File: src/sv/nearest_centre_table_core_defines.svh
// Assertion macros shared by the nearest-centre table RTL.
`ifndef NEAREST_CENTRE_TABLE_CORE_DEFINES_SVH
`define NEAREST_CENTRE_TABLE_CORE_DEFINES_SVH

// Check a condition at every rising clock edge outside reset.
`define NCT_ASSERT_ALWAYS(lbl, cond, msg) \
  lbl: assert property (@(posedge clk) disable iff (!rst_n) (cond)) else $error(msg);

// Check that an antecedent implies a consequent in the same cycle.
`define NCT_ASSERT_IMPL(lbl, ante, cons, msg) \
  lbl: assert property (@(posedge clk) disable iff (!rst_n) (ante) |-> (cons)) \
    else $error(msg);

// Check that an antecedent implies a consequent in the following cycle.
`define NCT_ASSERT_NEXT(lbl, ante, cons, msg) \
  lbl: assert property (@(posedge clk) disable iff (!rst_n) (ante) |=> (cons)) \
    else $error(msg);

`endif

File: src/sv/nct_pkg.sv
// Types, codes and constants of the nearest-centre table.
package nct_pkg;

  localparam int MAX_CENTRES_DEF = 64;
  localparam int COORD_BITS_DEF  = 32;

  // Wide enough for any table position or count up to 2047 entries
  localparam int SEL_W        = 11;
  localparam int APB_ADDR_W   = 3;
  localparam int APB_DATA_W   = 32;
  localparam int TARGET_W     = 6;
  localparam int DRAIN_W      = 2;
  // Distance pipeline depth after the last feed cycle, minus one
  localparam logic [DRAIN_W-1:0] DRAIN_LAST = 2'd2;

  // Register index taken from the word address bit
  localparam logic REG_TARGET_CLUSTER = 1'b0;

  typedef enum logic [1:0] {
    KIND_CLEAR  = 2'd0,
    KIND_APPEND = 2'd1,
    KIND_ERASE  = 2'd2,
    KIND_QUERY  = 2'd3
  } nct_kind_t;

  typedef enum logic [1:0] {
    STAT_OK    = 2'd0,
    STAT_EMPTY = 2'd1,
    STAT_FULL  = 2'd2,
    STAT_RANGE = 2'd3
  } nct_status_t;

  typedef enum logic [1:0] {
    FSM_IDLE,
    FSM_RUN,
    FSM_DRAIN,
    FSM_FINISH
  } nct_fsm_t;

  typedef enum logic [1:0] {
    CELL_HOLD,
    CELL_LOAD,
    CELL_SHIFT,
    CELL_ROTATE
  } nct_cell_op_t;

  typedef struct packed {
    nct_cell_op_t       op;
    logic [SEL_W-1:0]   sel;
  } nct_cell_ctl_t;

  typedef struct packed {
    logic valid;
    logic clear;
  } nct_feed_t;

  typedef struct packed {
    nct_kind_t          kind;
    logic signed [31:0] coord_lat;
    logic signed [31:0] coord_lon;
    logic [5:0]         entry_index;
  } nct_in_t;

  typedef struct packed {
    logic [5:0]  nearest_index;
    logic        is_target;
    nct_status_t status;
    logic [6:0]  centre_count;
  } nct_out_t;

endpackage

File: src/sv/nct_dist.sv
// Distance pipeline and running-minimum tracker fed from the head of the cell ring.
module nct_dist #(
  parameter int COORD_BITS = nct_pkg::COORD_BITS_DEF,
  parameter int IDX_W      = 6
) (
  input  logic                  clk,
  input  logic                  rst_n,
  input  nct_pkg::nct_feed_t    feed,
  input  logic [IDX_W-1:0]      feed_idx,
  input  logic [COORD_BITS-1:0] cen_lat,
  input  logic [COORD_BITS-1:0] cen_lon,
  input  logic [COORD_BITS-1:0] q_lat,
  input  logic [COORD_BITS-1:0] q_lon,
  output logic [IDX_W-1:0]      best_idx
);

  localparam int SQ_W   = 2 * COORD_BITS;
  localparam int DIST_W = SQ_W + 1;

  logic [COORD_BITS:0]   diff_lat, diff_lon;
  logic [COORD_BITS:0]   neg_lat, neg_lon;
  logic [COORD_BITS-1:0] mag_lat_nxt, mag_lon_nxt;
  logic [COORD_BITS-1:0] mag_lat_r, mag_lon_r;
  logic [IDX_W-1:0]      idx_a_r, idx_b_r, idx_c_r;
  logic                  vld_a_r, vld_b_r, vld_c_r;
  logic [SQ_W-1:0]       sq_lat_nxt, sq_lon_nxt;
  logic [SQ_W-1:0]       sq_lat_r, sq_lon_r;
  logic [DIST_W-1:0]     dist_nxt, dist_r;
  logic [DIST_W-1:0]     best_dist_r;
  logic [IDX_W-1:0]      best_idx_r;
  logic                  best_set_r;
  logic                  take_best;

  // Stage A: signed difference and its magnitude (fits in COORD_BITS bits)
  always_comb begin
    diff_lat    = {cen_lat[COORD_BITS-1], cen_lat} - {q_lat[COORD_BITS-1], q_lat};
    diff_lon    = {cen_lon[COORD_BITS-1], cen_lon} - {q_lon[COORD_BITS-1], q_lon};
    neg_lat     = ~diff_lat + 1'b1;
    neg_lon     = ~diff_lon + 1'b1;
    mag_lat_nxt = diff_lat[COORD_BITS] ? neg_lat[COORD_BITS-1:0] : diff_lat[COORD_BITS-1:0];
    mag_lon_nxt = diff_lon[COORD_BITS] ? neg_lon[COORD_BITS-1:0] : diff_lon[COORD_BITS-1:0];
  end

  // Stage B: one square per coordinate
  always_comb begin
    sq_lat_nxt = {{COORD_BITS{1'b0}}, mag_lat_r} * {{COORD_BITS{1'b0}}, mag_lat_r};
    sq_lon_nxt = {{COORD_BITS{1'b0}}, mag_lon_r} * {{COORD_BITS{1'b0}}, mag_lon_r};
  end

  // Stage C: full-width sum, carry kept
  assign dist_nxt = {1'b0, sq_lat_r} + {1'b0, sq_lon_r};

  // Strict compare keeps the lowest index on a tie, as indices arrive in order
  assign take_best = vld_c_r && (!best_set_r || (dist_r < best_dist_r));

  always_ff @(posedge clk) begin
    mag_lat_r <= mag_lat_nxt;
    mag_lon_r <= mag_lon_nxt;
    idx_a_r   <= feed_idx;
    sq_lat_r  <= sq_lat_nxt;
    sq_lon_r  <= sq_lon_nxt;
    idx_b_r   <= idx_a_r;
    dist_r    <= dist_nxt;
    idx_c_r   <= idx_b_r;
    if (take_best) begin
      best_dist_r <= dist_r;
      best_idx_r  <= idx_c_r;
    end
  end

  // Advance valid flags and restart the minimum at each new query
  always_ff @(posedge clk) begin
    if (!rst_n) begin
      vld_a_r    <= 1'b0;
      vld_b_r    <= 1'b0;
      vld_c_r    <= 1'b0;
      best_set_r <= 1'b0;
    end else begin
      vld_a_r <= feed.valid;
      vld_b_r <= vld_a_r;
      vld_c_r <= vld_b_r;
      if (feed.clear) begin
        best_set_r <= 1'b0;
      end else if (take_best) begin
        best_set_r <= 1'b1;
      end
    end
  end

  assign best_idx = best_idx_r;

endmodule

File: config.mk
export PLATFORM = sky130hd
export DESIGN_NAME = nct_dist
export DESIGN_NICKNAME = d
export VERILOG_FILES = /design/src/sv/nearest_centre_table_core_defines.svh /design/src/sv/nct_pkg.sv /design/src/sv/nct_dist.sv
export SDC_FILE = /design/constraint.sdc
export NUM_CORES = 2
export LEC_CHECK = 0
export BUFFER_PORTS_ARGS = -buffer_cell sky130_fd_sc_hd__buf_2
export CAP_MARGIN = 20
export CORE_MARGIN = 1
export CORE_UTILIZATION = 30
export DETAILED_ROUTE_END_ITERATION = 10
export PLACE_DENSITY = 0.47
export SLEW_MARGIN = 20
export SYNTH_ARGS = -nofsm -noshare
export SYNTH_HDL_FRONTEND = slang
export SYNTH_SLANG_ARGS = --single-unit
File: constraint.sdc
create_clock -name clk -period 11.5 [get_ports clk]
set_input_delay 2.3 -clock clk [delete_from_list [all_inputs] [get_ports clk]]
set_output_delay 2.3 -clock clk [all_outputs]
set_load 0.02 [all_outputs]
==> Yosys cells after proc, flatten, opt, wreduce, memory -nomap -nowiden <==
Cells that the tools add are included.
{ "op_classes": {"addsub": 5, "mul": 2, "magnitude_cmp": 1, "n_mux": 2, "n_bitwise": 3, "reduce_logical": 4} }
{ "ops": {"columns": ["operator", "n"], "rows": [
  ["32-bit by 32-bit multiplier with 64-bit output", 2],
  ["32-bit by 32-bit subtractor with 33-bit output", 2],
  ["64-bit by 64-bit adder with 65-bit output", 1],
  ["65-bit < comparator", 1],
  ["32-bit by 1-bit adder with 32-bit output (second input constant)", 2],
  ["32-bit 2-to-1 mux", 2],
  ["32-bit inverter", 2],
  ["2-bit OR reduction", 1],
  ["1-bit logical AND", 1],
  ["1-bit zero test", 1],
  ["1-bit logical OR", 1],
  ["1-bit inverter", 1]
]} }
{ "word_totals": {"regBits": 350, "inputBits": 138, "output_inout_bits": 6, "word_cells": 31} }

==> Longest topological paths before layout <==
{ "logic_depth": {"word_depth": 4, "depth_mapped": 32} }

==> Least setup slack after synthesis <==
Ideal clock, no wire load.
{ "synth_timing": {"path_type": "reg-to-reg", "from": "register mag_lat_r[2]", "to": "register sq_lat_r[62]", "arrival_ps": 8017, "required_ps": 11385, "path_slack_ps": 3369, "stages_incl_launch_ff": 30, "path_buffers": 3, "cell_sequence": "dfxtp_1 -> clkbuf_1 -> buf_1 -> nand2_1 -> fa_1 -> inv_1 -> fa_1 -> fa_1 -> inv_1 -> fa_1 -> inv_1 -> fa_1 -> fa_1 -> fa_1 -> inv_1 -> fa_1 -> inv_1 -> ha_1 -> clkbuf_1 -> nand4_1 -> or3_1 -> or3_1 -> a211oi_1 -> o2111ai_1 -> a21oi_1 -> o2111ai_1 -> nand3_1 -> o21ai_0 -> mux2i_1 -> a2111oi_0"} }
{ "synth_between": {"elab_chain_cells": 1} }
{ "synth_rtl": {"columns": ["item", "line_no", "text"], "rows": [
  ["from (decl)", "nct_dist.sv:23", "logic [COORD_BITS-1:0] mag_lat_r, mag_lon_r;"],
  ["from (signal assigned)", "nct_dist.sv:57", "mag_lat_r <= mag_lat_nxt;"],
  ["32-bit by 32-bit multiplier with 64-bit output", "nct_dist.sv:46", "sq_lat_nxt = {{COORD_BITS{1'b0}}, mag_lat_r} * {{COORD_BITS{1'b0}}, mag_lat_r};"],
  ["named net sq_lat_nxt[62]", "nct_dist.sv:26", "logic [SQ_W-1:0] sq_lat_nxt, sq_lon_nxt;"],
  ["to (signal assigned)", "nct_dist.sv:60", "sq_lat_r <= sq_lat_nxt;"],
  ["to (decl)", "nct_dist.sv:27", "logic [SQ_W-1:0] sq_lat_r, sq_lon_r;"]
]} }
The timed path passes the listed nets, and every way through them passes these cells.
A chain may end at the register's enable or synchronous reset.

==> Worst setup path after layout <==
{ "layout_timing": {"from": "register mag_lat_r[8]", "to": "register sq_lat_r[62]"} }
Same word-level chain as after synthesis.

==> flow_summary.toml <==
[die]
die_area_um2 = 255600
die_h_um = 505.6
fp.dieW_um = 505.6
io_pins = 144
start_util_pct = 30.24
core-area_um2 = 251600
rows = 184

[synth]
synth_top_area_share_pct = 41.78
syn_inst = 8133
ys_seq_area_share_pct = 10.09
synth-seq-cells = 348
async_flop_share_pct = 0
synth-edff-count = 71
ys.flop_type = "dfxtp_1"
syn-cell-area_um2 = 76080
yosys.cell_types.count = 83
synth_top_area_cell = "fa_1"
netlist_top_cells_count = "inv_1 (2144), fa_1 (1588), ha_1 (786), nand2_1 (660), and2_1 (494)"
synth_area_leaders = "fa_1 (42%), ha_1 (13%), inv_1 (11%)"
yosys_warnings = 0
yosys.cell_count.top_type = "inv_1"
synth.avg_cell_area_um2 = 9.355

[timing]
hold_slack_ns = 0.3259
fin_ws_ns = 1.428
tightestPinTransition_ns = 1.096
rsz0062_at_grt = "no"
slew_viol_final = 0
finalSetupViolCount = 0
hold_viol_final = 0
timing.final.crit_share_pct = 87.58
fmax_ghz = 0.09929
slew_headroom_pct = 26.96
totalNegativeSetupSlack_ns = 0
finClkSkew_ns = 0.04221
final.min_clock_period_ns = 10.07

[cts]
tritoncts = "built"
worstSkewPairLatency_ns = 0.65
cts.repair.resized = 0
cts_buffer_depth = 3
cts.htree.levels = 2
holdBufCountCts = 0
cts_buffers = 43
post-cts-setup-buffer-count = 0
root_buffer = "clkbuf_16"
clock-sinks = 348
path_clk_slew_ns = 0.06

[finish]
nFillCells = 26167
nets = 10643
drive_gt1_share_pct = 4.470
area_growth_pct = 7.780

[critical_path]
cpMostUsedCell = "fa_1"
r2r-end = "sq_lat_r[62]$_DFF_P_"
critPathCapture = "sq_lat_r[62]$_DFF_P_"
crit_required_ns = 12.00
slowest_stage = "dfxtp_1"
cp-startpoint = "mag_lat_r[8]$_DFF_P_"
rr_worst_depth = 27
cp_slowest_stage_delay_ns = 0.97
r2r-start = "mag_lat_r[8]$_DFF_P_"
r2r_slack_ns = 1.43
crit_fanout = 17
arrival_ns = 10.57
path_class = "flop to flop"
worst_setup_path_end_kind = "flop"
start_kind = "flop"

[detailed_routing]
num_vias = 52615
via_per_inst = 4.569
drt_pass1_iterations = 9
drtAntennaViolNets = 0
routed_wl_mm = 200.4
drc = 8
wl_per_cell_um = 17.40
drtIter0Drc = 2781

[job]
maxCapViolations = 0

[grt]
antenna_found_initial = 7
grt_use_total_pct = 16.18
met1_usage_pct = 22.09
overflow = 0
first_global_vias = 58399
grt_max_degree = 55
gr-max-usage-layer = "met2"
use_met3_pct = 1.334
met2_usage_pct = 28.10
grt_pass1_wl_mm = 326.4

[placement]
pre_cts_ws_ns = 1.545
place_congestion = 0.8557
hpwl_mm = 168.3
portBuffers = 143

[run_status]
status = "complete, but fails checks"
violations = "design-rule violations"

[min_path]
hold_start = "idx_a_r[3]$_DFF_P_"
worst_hold_path_type = "flop to flop"
## final cells by class
type                       count  area, um2  area share [%]
clock buffer                  54       1159           1.413
sequential                   348       7687           9.374
tap                         3348       4189           5.108
inverter                    2146       8055           9.823
clock inverter                26      262.8          0.3204
multi-input combinational   5368      59320           72.34
antenna                        2      5.005        0.006103
timing repair buffer         224       1324           1.614
## flip-flops by register name, summed over array words and instances, names as in the netlist
name         count
mag_lat_r       32
mag_lon_r       32
best_set_r       1
idx_b_r          6
best_idx         6
dist_r          65
idx_a_r          6
vld_c_r          1
vld_a_r          1
vld_b_r          1
idx_c_r          6
best_dist_r     65
sq_lon_r        63
sq_lat_r        63
## metrics by stage
| step | utilization [%] | instances | area, um2 |
|---|---|---|---|
| finish | 32.59 | 11516 | 82000 |
| global route | 32.59 | 11514 | 82000 |
| CTS | 32.59 | 11514 | 82000 |
| detailed placement | 32.02 | 11434 | 80580 |
| global placement | 32.02 | 11434 | 80580 |
| floorplan | - | 8134 | 76090 |
## cells in the final DEF, fill, tap and decap left out, types with 20 or more instances in the layout
cell       Yosys  layout
nand4_1       57      57
a21oi_1      285     285
buf_2          2     143
o21ai_0      158     158
inv_1       2144    2144
fa_1        1588    1588
buf_4          1      81
dfxtp_1      277     269
nand2b_1      25      25
edfxtp_1      71      71
nor3_1        49      49
xor2_1       150     150
o21bai_1      40      40
o21a_1        31      31
nor2_1       205     205
nand2_1      660     660
nor2b_1       52      52
ha_1         786     786
xnor2_1      206     206
a211oi_1      26      26
nand3_1       59      59
and2_1       494     494
a31oi_1       38      37
a21o_1       136     136
and3_1        39      39
o31ai_1       20      20
a31o_2        26      26
clkbuf_16      0      44
## logic make-up (layout without fill, tap and decap cells)
group	Yosys count	in the layout	share of synthesized area [%]
buffers and inverters	2418	2450	11.97
adders and majority gates	2374	2374	54.71
and+or+nand+nor	1721	1721	11.26
AOI/OAI and AO/OA	901	901	7.683
xor gates and xnor gates	356	356	4.098
DFF	348	348	10.09
muxes	14	14	0.1891
other	1	4	0.004929
## critical path: cells and delay by family (launching register included)
family | cells | cell delay [ns]
buffers and inverters | 6 | 0.79
adder cells (fa/ha/maj) | 9 | 4.30
AND/OR/NAND/NOR | 5 | 1.40
AO/OA/AOI/OAI | 6 | 2.28
multiplexers | 1 | 0.16
flip-flops | 1 | 0.97
## metal layers
metal	part of all wire (%)	routed length [um]
met4	1.5	3062
met1	46	91840
met5	0.010	20
met3	3.3	6523
met2	49	98970
## worst min-delay path by stage
stage	endpoint	slack (ns)	cells past startpoint
finish	idx_b_r[3]$_DFF_P_	0.33	0
global route	idx_b_r[2]$_DFF_P_	0.33	0
CTS	idx_b_r[3]$_DFF_P_	0.33	0
detailed placement	idx_b_r[3]$_DFF_P_	0.31	0
global placement	idx_c_r[2]$_DFF_P_	0.31	0
floorplan	idx_b_r[0]$_DFF_P_	0.31	0
Power is not shown: default switching activity piles up to over one toggle a cycle in this logic, so the estimate is an artifact.
