[src/sv/nearest_centre_table_core_defines.svh]
// Assertion macros shared by the nearest-centre table RTL.
`ifndef NEAREST_CENTRE_TABLE_CORE_DEFINES_SVH
`define NEAREST_CENTRE_TABLE_CORE_DEFINES_SVH

// Check a condition at every rising clock edge outside reset.
`define NCT_ASSERT_ALWAYS(lbl, cond, msg) \
  lbl: assert property (@(posedge clk) disable iff (!rst_n) (cond)) else $error(msg);

// Check that an antecedent implies a consequent in the same cycle.
`define NCT_ASSERT_IMPL(lbl, ante, cons, msg) \
  lbl: assert property (@(posedge clk) disable iff (!rst_n) (ante) |-> (cons)) \
    else $error(msg);

// Check that an antecedent implies a consequent in the following cycle.
`define NCT_ASSERT_NEXT(lbl, ante, cons, msg) \
  lbl: assert property (@(posedge clk) disable iff (!rst_n) (ante) |=> (cons)) \
    else $error(msg);

`endif

[src/sv/nct_pkg.sv]
// Types, codes and constants of the nearest-centre table.
package nct_pkg;

  localparam int MAX_CENTRES_DEF = 64;
  localparam int COORD_BITS_DEF  = 32;

  // Wide enough for any table position or count up to 2047 entries
  localparam int SEL_W        = 11;
  localparam int APB_ADDR_W   = 3;
  localparam int APB_DATA_W   = 32;
  localparam int TARGET_W     = 6;
  localparam int DRAIN_W      = 2;
  // Distance pipeline depth after the last feed cycle, minus one
  localparam logic [DRAIN_W-1:0] DRAIN_LAST = 2'd2;

  // Register index taken from the word address bit
  localparam logic REG_TARGET_CLUSTER = 1'b0;

  typedef enum logic [1:0] {
    KIND_CLEAR  = 2'd0,
    KIND_APPEND = 2'd1,
    KIND_ERASE  = 2'd2,
    KIND_QUERY  = 2'd3
  } nct_kind_t;

  typedef enum logic [1:0] {
    STAT_OK    = 2'd0,
    STAT_EMPTY = 2'd1,
    STAT_FULL  = 2'd2,
    STAT_RANGE = 2'd3
  } nct_status_t;

  typedef enum logic [1:0] {
    FSM_IDLE,
    FSM_RUN,
    FSM_DRAIN,
    FSM_FINISH
  } nct_fsm_t;

  typedef enum logic [1:0] {
    CELL_HOLD,
    CELL_LOAD,
    CELL_SHIFT,
    CELL_ROTATE
  } nct_cell_op_t;

  typedef struct packed {
    nct_cell_op_t       op;
    logic [SEL_W-1:0]   sel;
  } nct_cell_ctl_t;

  typedef struct packed {
    logic valid;
    logic clear;
  } nct_feed_t;

  typedef struct packed {
    nct_kind_t          kind;
    logic signed [31:0] coord_lat;
    logic signed [31:0] coord_lon;
    logic [5:0]         entry_index;
  } nct_in_t;

  typedef struct packed {
    logic [5:0]  nearest_index;
    logic        is_target;
    nct_status_t status;
    logic [6:0]  centre_count;
  } nct_out_t;

endpackage

[src/sv/nct_cell.sv]
// One table cell: holds a centre and loads, shifts or rotates from its neighbour.
module nct_cell #(
  parameter int COORD_BITS = nct_pkg::COORD_BITS_DEF
) (
  input  logic                         clk,
  input  nct_pkg::nct_cell_ctl_t       ctl,
  input  logic [nct_pkg::SEL_W-1:0]    cell_pos,
  input  logic [COORD_BITS-1:0]        wr_lat,
  input  logic [COORD_BITS-1:0]        wr_lon,
  input  logic [COORD_BITS-1:0]        nbr_lat,
  input  logic [COORD_BITS-1:0]        nbr_lon,
  output logic [COORD_BITS-1:0]        lat,
  output logic [COORD_BITS-1:0]        lon
);

  logic [COORD_BITS-1:0] lat_r, lat_nxt;
  logic [COORD_BITS-1:0] lon_r, lon_nxt;

  // Pick the next contents of this cell
  always_comb begin
    lat_nxt = lat_r;
    lon_nxt = lon_r;
    case (ctl.op)
      nct_pkg::CELL_LOAD: begin
        if (cell_pos == ctl.sel) begin
          lat_nxt = wr_lat;
          lon_nxt = wr_lon;
        end
      end
      nct_pkg::CELL_SHIFT: begin
        if (cell_pos >= ctl.sel) begin
          lat_nxt = nbr_lat;
          lon_nxt = nbr_lon;
        end
      end
      nct_pkg::CELL_ROTATE: begin
        lat_nxt = nbr_lat;
        lon_nxt = nbr_lon;
      end
      default: begin
        lat_nxt = lat_r;
        lon_nxt = lon_r;
      end
    endcase
  end

  always_ff @(posedge clk) begin
    lat_r <= lat_nxt;
    lon_r <= lon_nxt;
  end

  assign lat = lat_r;
  assign lon = lon_r;

endmodule

[config.mk]
export PLATFORM = sky130hd
export DESIGN_NAME = nct_cell
export DESIGN_NICKNAME = d
export VERILOG_FILES = /design/src/sv/nearest_centre_table_core_defines.svh /design/src/sv/nct_pkg.sv /design/src/sv/nct_cell.sv
export SDC_FILE = /design/constraint.sdc
export NUM_CORES = 1
export LEC_CHECK = 0
export BUFFER_PORTS_ARGS = -buffer_cell sky130_fd_sc_hd__buf_4
export CAP_MARGIN = 5
export CORE_MARGIN = 5
export CORE_UTILIZATION = 41
export CTS_CLUSTER_SIZE = 40
export DETAILED_ROUTE_END_ITERATION = 8
export GPL_ROUTABILITY_DRIVEN = 0
export PLACE_DENSITY = 0.87
export SLEW_MARGIN = 10
export SYNTH_ARGS = -nofsm -noshare
export SYNTH_HDL_FRONTEND = slang
export SYNTH_SLANG_ARGS = --single-unit
[constraint.sdc]
create_clock -name clk -period 6.55 [get_ports clk]
set_input_delay 0.655 -clock clk [delete_from_list [all_inputs] [get_ports clk]]
set_output_delay 0.655 -clock clk [all_outputs]
set_load 0.005 [all_outputs]
; Word-level counts from Yosys, hierarchy flattened
; Index checks and enable logic that the tools add are counted.
[classes]
n_lt_le_gt_ge = 1
n_eq_ne = 6
n_mux = 6
reduce_logical = 2
[ops]
columns = op, count
row1 = $pmux 32 s3, 2
row2 = $mux 32, 4
row3 = $eq 11x11->1, 1
row4 = $ge 11x11->1, 1
row5 = $eq 2x2->1 const B, 2
row6 = $ne 2x2->1 const B, 2
row7 = $reduce_and 3->1, 1
row8 = $reduce_bool 3->1, 1
row9 = $eq 2x1->1 const B, 1
[word_totals]
regBits = 64
input_bits = 153
out_inout_bits = 64
elab_cells = 17

; Logic depth before layout (Yosys ltp)
; Gate-level depths: netlist (run 1).
[logic_depth]
ltp_word = 3
depth_mapped = 6
ltp_nobuf = 6

; Worst setup path after synthesis (run 1)
; Ideal clock, no wire load.
[synth_timing]
path_type = input to register
start = in ctl[6] (netlist name)
end = reg lat_r[0] (netlist: lat[0]) (enable)
setup_time_ns = 0.509
arrival_time_ns = 4.545
t_required_ns = 6.041
slack_ns = 1.497
cell_stages = 6
n_path_buf = 0
cell_sequence = inv_1 > ha_1 > nand4_1 > nor3_1 > a21oi_1 > o22ai_1
[synth_between]
elab_chain_len = 3
elab_cells_between_ends = 5
cone_classes = 1 x order compare / 3 x eq/ne / 1 x reduce/logical
[synth_rtl]
columns = item, line_no
row1 = "start, declared", nct_cell.sv:6  ; input nct_pkg::nct_cell_ctl_t ctl,
row2 = $ge 11x11->1 / $eq 11x11->1 (equally long branches), "nct_cell.sv:31, nct_cell.sv:25"
row3 = $ne 2x2->1 (no source line), --
row4 = $reduce_and 3->1 (no source line) *, --
row5 = "end signal, assigned", nct_cell.sv:48  ; lat_r <= lat_nxt;
row6 = "end, declared", nct_cell.sv:16  ; logic [COORD_BITS-1:0] lat_r, lat_nxt;
; Mark *: on every way between the ends. The rest lies on a longest branch, timed or not.
; A chain may end at the register's enable or synchronous reset.

; Final worst setup path (run 1)
[layout_timing]
start = in ctl[8] (netlist name)
end = reg lat_r[2] (netlist: lat[2]) (enable)
; The elaborated chain is that of the path after synthesis.

==> impl_results.md, run 1 <==
* Crit path top cell by count: buf_4
* Clk Tree Root Cell: clkbuf_8
* Post-cts gate resize count at 0
* Drt pass-1 iters at 3
* Synth async-reset ratio at 0
* Cell breakdown of the critical path: buf_4 -> inv_1 -> ha_1 -> nand4_1 -> nor2_4 -> a2111oi_4 -> o22ai_4 -> buf_4
* Synth cell count leaders: 64 x edfxtp_1, 60 x mux2_1, 11 x ha_1, 11 x inv_1
* Syn avg cell area at 17.1 um2
* Slew HR at 0.450
* Minimum clock period at 2.47 ns
* Initial antenna violation count at 0
* Final setup vio count at 0
* IR drop worst, VDD at 0.124 mV
* Area share of the largest cell type after synthesis at 0.637
* Antenna cell count at 0
* Via count of the first global-routing pass at 2,505
* Chip height at 95.8 um
* Worst path max stage delay at 0.64 ns
* Seq pwr share at 0.512
* Max-slew violations at 0
* Critical Path AT at 2.42 ns
* Share of layout cells above drive strength 1 at 0.600
* Synthesized flop and latch total at 64
* Hold_buf cts at 0
* Cell Int Power at 0.786 mW
* Layout Area Growth over Synthesis at 62.1%
* Die area at 9180 um2
* DR vias/cell at 4.59
* CTS tree: built
* Post-Synthesis Cells at 177
* Max Cap Viol at 0
* Total length of routed wires at 8110 um
* Combinational power share at 0.213
* Worst hold slack at 0.615 ns
* Total core area at 7210 um2
* Initial Utilization at 0.418
* Mapped Area at 3020 um2
* Worst Hold Class: primary input to register
* Starting DRT DRC Count at 39
* Final Hold Vio Count at 0
* H-tree levels at 3
* Bufs on Longest Clock Path at 2
* DRC violations left at 0
* Cell area after layout at 4890 um2
* I/O Buffers at 216
* Unrepaired setup endpoints after global routing: no
* Clock Pin Slew Worst Setup and Hold Paths at 0.07 ns
* Largest net degree at the start of global routing at 67
* Clock Power Share at 0.275
* Unique masters post-synth at 20
* Post-CTS setup buffers at 0
* Register area share after synthesis at 0.637
* Synth Flop Type: edfxtp_1
* Maximum clock frequency at 405 MHz
* DR vias at 2,303
* Leak at 2.18 nW
* Synth area leader: edfxtp_1
* Boundary pin count at 217
* Gr usage total at 0.171
* Post-route setup TNS at 0 ns
* Sw Share at 0.232
* Yosys warning count at 0
* Crit path capture type: register
* Row Count at 31
* Top-count cell post-synth: edfxtp_1
* CP Class: primary input to register
* CP required at 6.50 ns
* CP startpoint kind: primary input
* Clk sinks at 64
* Nets at 562
* Syn nets at 341
* Fin crit share at 0.377
* Power density over the cells at 209 nW/um2
* Total chip power at 1.02 mW
* Crit-path max FO at 64
* Top cells by area, synth: edfxtp_1 64%, mux2_1 22%, ha_1 4.6%, buf_6 1.5%, mux2_2 1.5%
* DP HPWL at 6700 um
* Dpl cell area at 4720 um2
* CTS buffer count at 9
* Sw power at 0.238 mW
* CP max-delay cell: buf_4
* Worst Max-Slew Pin Slew at 0.825 ns
* Total gr overflow at 0
* Die width at 95.8 um
* WL/cell at 16.2 um
* Final antenna-violating net count at 0
* First-pass GRT wire length at 11,700 um
* Fill count at 546
* Status: finished clean
* Post-synth EDFFs at 64
## layout make-up
type / count / area (um2) / share of cell area
clock buffers: 9 / 124 / 0.0253
inverters: 12 / 45.0 / 0.00920
flip-flops and latches: 64 / 1920 / 0.393
multi-input cells: 94 / 1000 / 0.205
repair buffers: 217 / 1630 / 0.333
clock inverters: 7 / 47.5 / 0.00971
well taps: 99 / 124 / 0.0253
## layer usage
layer,GRT usage,part of all wire
met1,0.173,0.33
met2,0.318,0.54
met3,0.0680,0.12
met4,0.0569,0.0096
met5,0,0
## power by group through the flow
stage,clock [mW],sequential [mW],combinational [mW]
6_report,0.281,0.524,0.218
5_1_grt,0.313,0.529,0.237
4_1_cts,0.295,0.525,0.223
3_5_place_dp,0,0.534,0.223
3_3_place_gp,0,0.531,0.217
2_1_floorplan,0,0.541,0.0579
## worst max-delay path, delay by kind of cell
kind                       cells  cell delay [ns]
buffers and inverters          3             0.75
and+or+nand+nor                2             0.42
adders and majority gates      1             0.30
AOI/OAI and AO/OA              2             0.24
## flip-flops by register name, summed over array words and instances (netlist names)
name / flops
lat: 32
lon: 32
## placed cells by master, fill, tap and decap left out, drive strengths merged
cell      Yosys  final
a2111oi       1      1
a211oi        1      1
a21oi         4      4
buf           7    217
clkbuf        0      9
clkinv        0      4
clkinvlp      0      2
edfxtp       64     64
ha           11     11
inv          12     13
mux2         64     64
nand2         3      3
nand4         2      2
nor2          2      2
nor2b         1      1
nor3          1      1
o21ai         3      3
o22ai         1      1
## kinds of logic (layout without fill, tap and decap cells)
group | after synthesis | after routing | share of synthesized area
flops | 64 | 64 | 0.637
simple gates | 9 | 9 | 0.0166
buf+inv | 19 | 245 | 0.0356
mux | 64 | 64 | 0.239
fa+ha+maj | 11 | 11 | 0.0456
compound gates | 10 | 10 | 0.0269
## final timing paths
| check | startpoint | end | slack, ns | depth (start not counted) |
|---|---|---|---|---|
| max | ctl[8] | lat[2] | 4.08 | 8 |
| min | wr_lon[14] | lon[14] | 0.61 | 2 |
## stage by stage
step,setup WS [ns],util,std cells
2_1_floorplan,1.50,-,177
3_3_place_gp,3.80,0.655,486
3_5_place_dp,3.72,0.655,486
4_1_cts,4.07,0.678,502
5_1_grt,3.88,0.678,502
6_report,4.08,0.678,502
Power figures use the tool's default switching activity.
==> run 2, diff against run 1 <==
==> constraint.sdc (replaced) <==
create_clock -name clk -period 2.4 [get_ports clk]
set_input_delay 0.24 -clock clk [delete_from_list [all_inputs] [get_ports clk]]
set_output_delay 0.24 -clock clk [all_outputs]
set_load 0.005 [all_outputs]
==> run 2 against run 1 <==
  * Final cell count rose by 0.20%
  * Via count barely moved
  * Global-route usage rose by 0.84 points
  * Wire length rose by 6.3%
  * Die area did not move
  * Worst setup slack got worse by 3.4 ns
  * Sequential share of layout area fell by 1.1 points
  * Hold slack got worse by 0.42 ns
  * Critical path depth did not move
  * Final area rose by 3.0%
  * Core utilization rose by 2.0 points
  * Clock-buffer cell count rose by 3
  * Critical path type unchanged
  * Highest routed layer unchanged
==> impl_results.md, run 2 (same netlist as run 1, synthesis figures left out) <==
* Status: finished clean
* H-tree levels at 3
* Chip height at 95.8 um
* Total core area at 7210 um2
* Most frequent cells in the layout: 216 x buf_4, 64 x edfxtp_1, 60 x mux2_1
* DR vias/cell at 4.58
* Max-slew violations at 0
* Layout Area Growth over Synthesis at 66.9%
* CP startpoint kind: primary input
* Max Cap Viol at 0
* Maximum clock frequency at 573 MHz
* Row Count at 31
* Drt pass-1 iters at 4
* Final antenna-violating net count at 0
* Fill count at 536
* Unrepaired setup endpoints after global routing: no
* Cell Int Power at 2.37 mW
* Most common cell after layout, fill and taps aside: buf_4
* Share of layout cells above drive strength 1 at 0.614
* Total chip power at 3.01 mW
* First-pass GRT wire length at 12,100 um
* Cell breakdown of the critical path: buf_4 -> inv_8 -> ha_4 -> nand4_1 -> nor2_4 -> a2111oi_4 -> o22ai_4 -> buf_12
* Die width at 95.8 um
* CTS buffer count at 9
* Minimum clock period at 1.75 ns
* Bufs on Longest Clock Path at 2
* Starting DRT DRC Count at 41
* Final worst setup slack at 0.655 ns
* Worst Hold Class: primary input to register
* Gr usage total at 0.180
* Seq pwr share at 0.473
* CP required at 2.39 ns
* Final Hold Vio Count at 0
* Total length of routed wires at 8620 um
* Worst hold slack at 0.191 ns
* Boundary pin count at 217
* Clk Tree Root Cell: clkbuf_8
* Clock Pin Slew Worst Setup and Hold Paths at 0.07 ns
* Critical Path AT at 1.74 ns
* Slew HR at 0.755
* Nets at 563
* Post-CTS setup buffers at 0
* Placement Setup Slack at 0.319 ns
* Hold_buf cts at 0
* WL/cell at 17.1 um
* DRC violations left at 0
* Worst path max stage delay at 0.33 ns
* CP max-delay cell: buf_12
* Post-cts gate resize count at 0
* Fin util at 0.699
* Combinational power share at 0.208
* Leak at 2.21 nW
* Antenna cell count at 0
* Initial antenna violation count at 0
* Dpl cell area at 4840 um2
* CTS tree: built
* Clk sinks at 64
* Cell area after layout at 5040 um2
* DP HPWL at 7060 um
* Power density over the cells at 597 nW/um2
* Crit path capture type: register
* Crit-path max FO at 64
* Sw Share at 0.214
* Initial Utilization at 0.418
* Total gr overflow at 0
* Largest net degree at the start of global routing at 65
* CP Class: primary input to register
* Via count of the first global-routing pass at 2,529
* Die area at 9180 um2
* IR drop worst, VDD at 0.350 mV
* Final setup vio count at 0
* Fin crit share at 0.727
* DR vias at 2,305
* Worst Max-Slew Pin Slew at 0.368 ns
* I/O Buffers at 216
* Clock Power Share at 0.318
* Sw power at 0.643 mW
==> run 2: path summary, 6_finish.rpt <==
path,start,to,depth (start not counted)
max,ctl[10],lon[8],8
min,wr_lat[6],lat[6],2
==> run 2: metal layers <==
| layer | share of wire | vias up | global-route usage |
|---|---|---|---|
| met5 | 0 | - | 0 |
| met3 | 0.11 | 8 | 0.0688 |
| li1 | - | 1120 | - |
| met4 | 0.013 | 0 | 0.0687 |
| met2 | 0.56 | 123 | 0.349 |
| met1 | 0.32 | 1054 | 0.167 |
==> run 2: cell type report <==
class	instances	area, um2	area share
Clock buffer	12	135	0.0268
Clock inverter	4	68.8	0.0137
Inverter	12	62.6	0.0124
Multi-Input combinational cell	94	1070	0.212
Sequential cell	64	1920	0.381
Tap cell	99	124	0.0246
Timing Repair Buffer	218	1660	0.330
==> run 2: power by group through the flow <==
stage          clock network, mW  logic [mW]  registers [mW]
4_1_cts                    0.986       0.641            1.43
2_1_floorplan                  0       0.172            1.47
5_1_grt                     1.03       0.679            1.44
3_3_place_gp                   0       0.619            1.44
6_report                   0.958       0.628            1.43
3_5_place_dp                   0       0.639            1.45
==> run 2: worst max-delay path: cells and delay by family <==
| kind | cells | cell delay [ns] |
|---|---|---|
| adder cells (fa/ha/maj) | 1 | 0.25 |
| AO/OA/AOI/OAI | 2 | 0.30 |
| buffers and inverters | 3 | 0.47 |
| AND/OR/NAND/NOR | 2 | 0.43 |
==> run 2: through the flow <==
step / TNS, ns / cells
floorplan: -3.54 / 177
global placement: 0 / 487
detailed placement: 0 / 487
CTS: 0 / 503
global route: 0 / 503
finish: 0 / 503
